===== config.mk =====
export PLATFORM = sky130hd
export DESIGN_NAME = wrm_ring
export DESIGN_NICKNAME = d
export VERILOG_FILES = /design/src/rtl/core/wrm_ring.sv
export SDC_FILE = /design/constraint.sdc
export NUM_CORES = 1
export LEC_CHECK = 0
export BUFFER_PORTS_ARGS = -buffer_cell sky130_fd_sc_hd__buf_4
export CAP_MARGIN = 30
export CORE_MARGIN = 2
export CORE_UTILIZATION = 50
export CTS_BUF_LIST = sky130_fd_sc_hd__clkbuf_4
export DETAILED_ROUTE_END_ITERATION = 12
export GPL_ROUTABILITY_DRIVEN = 0
export HOLD_SLACK_MARGIN = 0.06
export PLACE_DENSITY = 0.66
export SETUP_SLACK_MARGIN = 0.05
export SLEW_MARGIN = 20
export SYNTH_ARGS = -nofsm -noshare
export SYNTH_HDL_FRONTEND = slang
export SYNTH_SLANG_ARGS = --single-unit
export TNS_END_PERCENT = 50

===== constraint.sdc =====
create_clock -name clk -period 2.4 [get_ports clk]
set_input_delay 0.48 -clock clk [delete_from_list [all_inputs] [get_ports clk]]
set_output_delay 0.48 -clock clk [all_outputs]
set_load 0.01 [all_outputs]

===== src/rtl/core/wrm_ring.sv =====
module wrm_ring #(
	parameter int DEPTH = 32,
	parameter int WIDTH = 16
) (
	input  logic                     clk,
	input  logic                     we,
	input  logic [$clog2(DEPTH)-1:0] waddr,
	input  logic [WIDTH-1:0]         wdata,
	input  logic [$clog2(DEPTH)-1:0] raddr,
	output logic [WIDTH-1:0]         rdata
);
	logic [WIDTH-1:0] mem [DEPTH];

	// Read returns the old contents when both ports hit the same entry.
	always_ff @(posedge clk) begin
		rdata <= mem[raddr];
		if (we) begin
			mem[waddr] <= wdata;
		end
	end
endmodule


==> flow_summary.toml <==
[hold_path]
hp-class = "primary input to flip-flop"

[setup_path]
crit_type = "flip-flop to primary output"
max_stage_delay_ps = 400
cp.required_ps = 1920
slowest_stage = "dfxtp_1"
path_buf_inv = 1
endpoint_kind = "primary output"
crit_chain = "buf_4"
cp.arrival_ps = 1350
r2r_setup_slack_ps = 650
start_kind = "flip-flop"
path_max_fanout = 1
critPathTopFamily = "flip-flops"

[timing]
finalSetupViolations = 0
tns_ps = 0
worst_pin_slew_ps = 616
post-route-period-util_pct = 76.3
rsz0062_at_grt = "no"
hold_viol_final = 0
maxSlewViolCount = 0
post-route-min-period_ps = 1830
finalClockSkew_ps = 41.4
slew_headroom_pct = 58.6
max_freq_mhz = 546
setup_ws_ps = 568

[layout]
area.growth.synth_to_final_pct = 16.3
nNetsFinal = 1389
drive_gt1_share_pct = 24.4
stdcell_count = 1992

[yosys]
synth.distinct_cells = 26
synth_edf_count = 512
yosys.area.top_type_share_pct = 74.9
synth_area_leader_cell = "edfxtp_1"
synth_cells = 1143
synth_area_mm2 = 0.0205
synth_fp_nets = 1171
ys_seq_area_share_pct = 76.4
ys_warn_count = 0
synth_area_leaders = "edfxtp_1 75%, mux2i_1 12%, a22oi_1 2.3%"
yosysMostFrequentCell = "edfxtp_1"
ys_seq_elements = 528
synth.avg_cell_area_um2 = 18.0
async_flop_share_pct = 0
synth_common_cells = "512 x edfxtp_1, 256 x mux2i_1, 64 x a22oi_1"
ys.flop_type = "edfxtp_1"

[routing]
dr.pass1.iters = 6
drt_wl_total_um = 48400
ant_nets = 0
drc = 0
detail_route.wl_per_cell_um = 24.3
vias = 11400
drt_iter0_markers = 1034
via_per_inst = 5.72

[floorplan]
die_x_um = 207
row_count = 74
die-area_mm2 = 0.0427
ios = 44
start_util_pct = 50.5
core_mm2 = 0.0406
die_y_um = 207

[place]
port_buffers = 43
dp_cells = 1748
preCtsSetupSlack_ps = 173
hpwl_um = 28400

[grt]
grt_first_pass_wirelength_um = 71100
grt_overflow = 0
grt_pass1_vias = 11600
grtUsageTotal_pct = 23.2
antenna_found_initial = 1
grt_max_degree = 44

[cts]
clkTransAtPathRegs_ps = 70
cts_inserted_buffers = 135
cts_max_level = 4
worst_skew_pair.late_latency_ps = 820
tritoncts = "yes"
cts-root-buf = "clkbuf_4"
clock_path_buffers = 3
cts.sinks = 528

[pwr]
p_leak_nw = 8.65
peakVddDrop_uv = 434
power.density_mw_per_mm2 = 809

[run_status]
outcome = "completed"

[run]
maxCapViolCount = 0
worst paths after layout:
| check | start | to | depth (start not counted) |
|---|---|---|---|
| hold / removal | wdata[4] | mem[16][4] | 1 |
| hold reg to reg | mem[10][14] | rdata[14] | 4 |
| setup / recovery | rdata[2] | rdata[2] | 1 |
| setup reg to reg | mem[3][3] | rdata[3] | 6 |
layout make-up:
class | count | area, um^2
fill | 3076 | 16800
sequential | 528 | 15700
multi-input combinational | 548 | 4330
clock buffer | 190 | 1430
timing repair buffer | 148 | 1400
tap | 532 | 666
clock inverter | 45 | 369
antenna | 1 | 2.50
cells by family after synthesis:
group,synth area share [%]
buf+inv,2.63
compound gates,4.97
simple gates,3.49
mux,12.5
flops,76.4
metal layers:
| metal | vias to the layer above | global-route usage [%] | part of all wire, % |
|---|---|---|---|
| met1 | 5685 | 31.0 | 41 |
| met5 | - | 0 | 0 |
| met4 | 0 | 10.9 | 3.0 |
| met2 | 541 | 36.6 | 48 |
| li1 | 5097 | - | - |
| met3 | 81 | 5.24 | 7.8 |
sequential cells by signal, summed over array words and instances (netlist names):
name	flops
rdata	16
mem	512
layout by cell type, fill, tap and decap left out, types with 21 or more instances in the layout:
| cell | netlist | routed |
|---|---|---|
| a21oi_1 | 32 | 32 |
| a22o_1 | 32 | 32 |
| a22oi_1 | 64 | 64 |
| buf_12 | 5 | 21 |
| buf_4 | 19 | 118 |
| clkbuf_4 | 0 | 190 |
| clkinv_1 | 0 | 30 |
| edfxtp_1 | 512 | 512 |
| mux2i_1 | 256 | 256 |
| nand2_1 | 33 | 33 |
| nand3_1 | 34 | 34 |
| nor2_1 | 33 | 29 |
metrics by stage:
stage / cell area [um^2] / util (%) / hold slack [ps] / total power, W
after CTS: 23900 / 58.8 / 60.2 / 0.0195
after global routing: 23900 / 58.8 / 66.4 / 0.0201
after detailed placement: 22000 / 54.1 / 586 / 0.0116
after global placement: 22000 / 54.1 / 577 / 0.0116
after floorplan: 20500 / - / 553 / 0.0111
final: 23900 / 58.8 / 125 / 0.0193
timing repair:
| action | in CTS | in global routing |
|---|---|---|
| endpoints found under the setup margin | 0 | 0 |
| gates resized for setup | 0 | 0 |
| buffers inserted | 0 | 0 |
| hold buffers | 8 | 0 |
| hold endpoints to repair | 52 | 0 |
where the power goes:
part | switching, W | internal [W]
Combinational | 0.000706 | 0.000431
Clock | 0.00348 | 0.00441
Sequential | 0.0000491 | 0.0102
No activity file was read; power rests on OpenSTA's default activity.
