**config.mk**
```make
export PLATFORM = sky130hd
export DESIGN_NAME = wrm_div
export DESIGN_NICKNAME = d
export VERILOG_FILES = /design/src/rtl/core/wrm_div.sv
export SDC_FILE = /design/constraint.sdc
export NUM_CORES = 1
export LEC_CHECK = 0
export ABC_CLOCK_PERIOD_IN_PS = 4200
export BUFFER_PORTS_ARGS = -buffer_cell sky130_fd_sc_hd__buf_2
export CAP_MARGIN = 5
export CELL_PAD_IN_SITES_DETAIL_PLACEMENT = 1
export CELL_PAD_IN_SITES_GLOBAL_PLACEMENT = 1
export CORE_MARGIN = 1.5
export CORE_UTILIZATION = 44
export DETAILED_ROUTE_END_ITERATION = 7
export MAX_ROUTING_LAYER = met4
export PLACE_DENSITY_LB_ADDON = 0.1
export SLEW_MARGIN = 20
export SYNTH_ARGS = -nofsm -noshare
export SYNTH_HDL_FRONTEND = slang
export SYNTH_SLANG_ARGS = --single-unit
```
**constraint.sdc**
```tcl
create_clock -name clk -period 4.2 [get_ports clk]
set_input_delay 0.21 -clock clk [delete_from_list [all_inputs] [get_ports clk]]
set_output_delay 0.21 -clock clk [all_outputs]
set_load 0.05 [all_outputs]
```
**src/rtl/core/wrm_div.sv**
```systemverilog
module wrm_div #(
	parameter int N_W = 29,
	parameter int D_W = 6
) (
	input  logic           clk,
	input  logic           arst_n,
	input  logic           start,
	input  logic [N_W-1:0] dividend,
	input  logic [D_W-1:0] divisor,
	output logic           busy,
	output logic [N_W-1:0] quotient
);
	localparam int CNT_W = $clog2(N_W + 1);

	logic [N_W-1:0]   quo_q;
	logic [D_W:0]     rem_q;
	logic [D_W-1:0]   dvs_q;
	logic [CNT_W-1:0] cnt_q;
	logic             busy_q;
	logic [D_W:0]     rem_sh;
	logic             take;

	assign rem_sh = {rem_q[D_W-1:0], quo_q[N_W-1]};
	assign take   = rem_sh >= {1'b0, dvs_q};

	// One quotient bit per cycle, restoring.
	always_ff @(posedge clk or negedge arst_n) begin
		if (!arst_n) begin
			busy_q <= 1'b0;
			cnt_q  <= '0;
		end else if (start) begin
			busy_q <= 1'b1;
			cnt_q  <= CNT_W'(N_W);
		end else if (busy_q) begin
			cnt_q <= cnt_q - 1'b1;
			if (cnt_q == CNT_W'(1)) begin
				busy_q <= 1'b0;
			end
		end
	end

	always_ff @(posedge clk) begin
		if (start) begin
			quo_q <= dividend;
			rem_q <= '0;
			dvs_q <= divisor;
		end else if (busy_q) begin
			rem_q <= take ? rem_sh - {1'b0, dvs_q} : rem_sh;
			quo_q <= {quo_q[N_W-2:0], take};
		end
	end

	assign busy     = busy_q;
	assign quotient = quo_q;
endmodule

```
==> summary.txt <==
Finish
  • Total number of nets in the final design: about 290
  • Share of final-layout standard cells stronger than drive strength 1: 0.450
  • Layout Area Growth over Synthesis: 21.4%
  • Antenna diode count: 0
  • Non-filler cells in the finished layout: roughly 310
  • Final core utilization: 0.547

Place
  • Worst setup timing slack at the placement stage: ~1900 ps
  • Number of placed instances with taps included: approximately 300
  • Routability cong.: a little under 0.8
  • Count of buffers from port buffering: 67
  • Detailed placer's ending HPWL: 3270 um

Global route
  • Number of global-route vias before repair: roughly 1600
  • Global-route wire length before repair: between 7000 and 8000 um
  • Largest net degree at the start of global routing: 53
  • Total GRT Usage: 0.181
  • Global route overflow: 0
  • Number of antenna violations at the first check in global routing: 0

Synthesis
  • Post-synthesis xor/xnor area fraction: 0.0268
  • Async set or reset register ratio after synthesis: 0.128
  • Number of flip-flops and latches in the synthesized netlist: between 40 and 50
  • Yosys Warn Count: 0
  • Ys flop type: sky130_fd_sc_hd__edfxtp_1
  • Netlist Area Pre-Place: between 2000 and 2500 sq um
  • Dominant combinational cell family by area after synthesis: multiplexers
  • Number of different library cells in the post-synthesis netlist: 35
  • Synth Instances: 170
  • Post-synth EDFFs: 35
  • Most area-hungry cell type in the Yosys netlist: sky130_fd_sc_hd__edfxtp_1
  • Complex-gate fraction of the synthesized area: 0.0574
  • Post-synth top area share: 0.460
  • Synth Area per Inst: 13.5 sq um
  • Adder-Cell Fraction of Synth Area: 0.0580
  • Share of cell area taken by muxes after synthesis: 0.156
  • Simple logic cell fraction of the synthesized area: 0.0897
  • Synthesized net count: 218
  • Dominant cells by area after synthesis: sky130_fd_sc_hd__edfxtp_1 (46%), sky130_fd_sc_hd__mux2_2 (14%), sky130_fd_sc_hd__dfrtp_1 (6.6%)
  • Register area share after synthesis: 0.578

Power
  • Leakage power figure: ~0.0012 uW
  • P_sw: approximately 500 uW
  • Internal power summed over all cells: around 900 uW
  • Relative contribution of combinational cells to total power: 0.350
  • Peak ir drop on the vdd network: approximately 0.00024 V
  • Areal power density over the cells: slightly above 500 nW/um^2
  • Sequential share of power: 0.441
  • Fraction of power spent switching nets: 0.358
  • Share of total power in the clock network: 0.209

STA
  • TNS Setup: 0 ps
  • Setup repair after global routing missed its margin: no
  • Relative slew margins: 0.321
  • Number of setup violations in the final report: 0
  • Final WS setup: approximately 1900 ps
  • Final clock period utilization by the worst path: 0.539
  • Highest Clock Rate: about 0.44 GHz
  • Transition time at the pin with the least slew margin: 1020 ps
  • Max Slew Vio Count: 0
  • Number of failing hold endpoints at the final stage: 0
  • Final setup skew: roughly 3.2 ps
  • Final critical delay including setup and external delays: about 2300 ps

Floorplanning
  • Horizontal die dimension: about 75 um
  • Die area: 5640 sq um
  • Ports placed on the boundary: 68
  • Number of rows created at floorplan: 26
  • Area of the core region: 5070 sq um
  • Initial core utilization: 0.451
  • Die outline height: 75.1 um

Critical path
  • Critical Path RT: 4380 ps
  • Crit path max fanout: 10
  • Cell with the largest stage delay on the worst path: sky130_fd_sc_hd__or3_1
  • Critical path data arrival time: ~2500 ps
  • Element type at the critical path end: flop
  • Nature of the critical path startpoint: flop
  • Class of the most critical setup path: flop to flop
  • Ordered cell list for the critical path: ha_1 -> a21o_1 -> a211o_1 -> a41o_1 -> nor4bb_1 -> or3_1
  • Delay contributed by the slowest stage of the critical path: slightly below 400 ps

Clocking
  • Clock slew at reported path FFs: 90 ps
  • Resize count post-CTS: 0
  • Root buffer cell: sky130_fd_sc_hd__clkbuf_8
  • Number of buffers created by CTS: 5
  • Post CTS Setup Buffer Count: 0
  • Deepest level of the CTS H-tree: 2
  • Num Clock Sinks: between 40 and 50
  • Maximum clock path buffer count: 2
  • Clk Latency, worst-skew pair: around 300 ps
  • Clock tree from TritonCTS: built

Route
  • Ratio of routed vias to standard cells: between 5 and 6
  • Antenna Nets Post-Route: 0
  • Detailed-router iteration count before antenna repair: 3
  • WL per Instance: roughly 15 um
  • Remaining DRCs: 0
  • Total Wirelength: about 4600 um
  • Total vias in the final route: roughly 1600
  • Iter 0 DRT Violations: 48

Min path
  • Class of the worst hold path: input port to flop

Flow run
  • # Max-Cap Violations: 0

Status
  • Status: finished clean
cells in the mapped netlist, drive strengths merged, types with 2 or more instances:
master   n
dfrtp    6
o21ai    3
xor2     3
mux2i    3
a21oi    4
nor3b    2
nand2    7
nor2b    2
nand2b   6
nor4b    2
clkbuf   5
xnor2    4
a21o     2
nor3     2
mux2    29
buf      3
a211oi   5
dfxtp    6
nor2    10
edfxtp  35
inv     10
or3      2
ha       9
cell families after synthesis:
kind of cell | after synthesis
and+or+nand+nor | 37
muxes | 32
AOI/OAI and AO/OA | 19
xor gates and xnor gates | 7
adders and majority gates | 10
DFF | 47
buffers and inverters | 18
worst max-delay path: cells and delay by family, from the launching register on:
family	cells	cell delay, ps
and+or+nand+nor	2	590
adders and majority gates	1	380
AOI/OAI and AO/OA	3	840
DFF	1	340
what timing repair did:
item | CTS | global route
endpoints found under the hold margin | 6 | 0
hold buffers | 1 | 0
endpoints found under the setup margin | 0 | 0
cell usage in the layout (no fill, tap or decap), types with 3 or more instances in the layout:
cell	netlist	final
sky130_fd_sc_hd__buf_2	0	67
sky130_fd_sc_hd__edfxtp_1	35	35
sky130_fd_sc_hd__mux2_2	29	29
sky130_fd_sc_hd__inv_1	10	10
sky130_fd_sc_hd__nor2_1	10	10
sky130_fd_sc_hd__ha_1	9	9
sky130_fd_sc_hd__nand2_1	7	7
sky130_fd_sc_hd__nand2b_1	6	6
sky130_fd_sc_hd__dfrtp_1	6	6
sky130_fd_sc_hd__clkbuf_8	0	6
sky130_fd_sc_hd__dfxtp_1	6	6
sky130_fd_sc_hd__a211oi_1	5	5
sky130_fd_sc_hd__a21oi_1	4	4
sky130_fd_sc_hd__xnor2_1	4	4
sky130_fd_sc_hd__o21ai_0	3	3
sky130_fd_sc_hd__xor2_1	3	3
sky130_fd_sc_hd__mux2i_1	3	3
state kept, by name, indices dropped and copies added (netlist names):
register / cells
quotient: 29
dvs_q: 6
busy: 1
rem_q: 6
cnt_q: 5
routing by layer:
metal	wire, um	GRT usage
met5	0	-
met4	59	0.0606
met3	190	0.0415
met2	2370	0.296
met1	1940	0.222
stage by stage:
step	hold WS, ps	area (sq um)	total power [uW]
floorplan	-85.6	2290	1020
global placement	35.7	2670	1090
detailed placement	42.3	2670	1120
CTS	71.2	2780	1420
global route	70.4	2780	1480
finish	83.9	2780	1400
power groups by stage:
stage | clock (uW) | combinational [uW] | sequential [uW]
2_1_floorplan | 0 | 276 | 741
3_3_place_gp | 0 | 468 | 626
3_5_place_dp | 0 | 492 | 627
4_1_cts | 303 | 497 | 618
5_1_grt | 318 | 537 | 626
6_report | 293 | 489 | 617
area by class of cell:
cell class / instances / area [sq um]
fillers: 556 / 2300
flip-flops and latches: 47 / 1320
multi-input cells: 105 / 887
repair buffers: 68 / 345
well taps: 70 / 87.6
clock buffers: 6 / 82.6
inverters: 10 / 37.5
clock inverters: 2 / 15.0
path summary, 6_finish.rpt:
kind                            start  endpoint  slack (ps)  cells after the start
setup / recovery             rem_q[3]  rem_q[1]        1940                      6
hold / removal             divisor[0]  dvs_q[0]          80                      1
setup reg to reg             rem_q[3]  rem_q[1]        1940                      6
hold reg to reg              rem_q[5]  rem_q[5]         510                      2
max in group asynchronous      arst_n  cnt_q[1]        3800                      2
min in group asynchronous      arst_n  cnt_q[4]         250                      2
(Power assumes the default switching activity.)
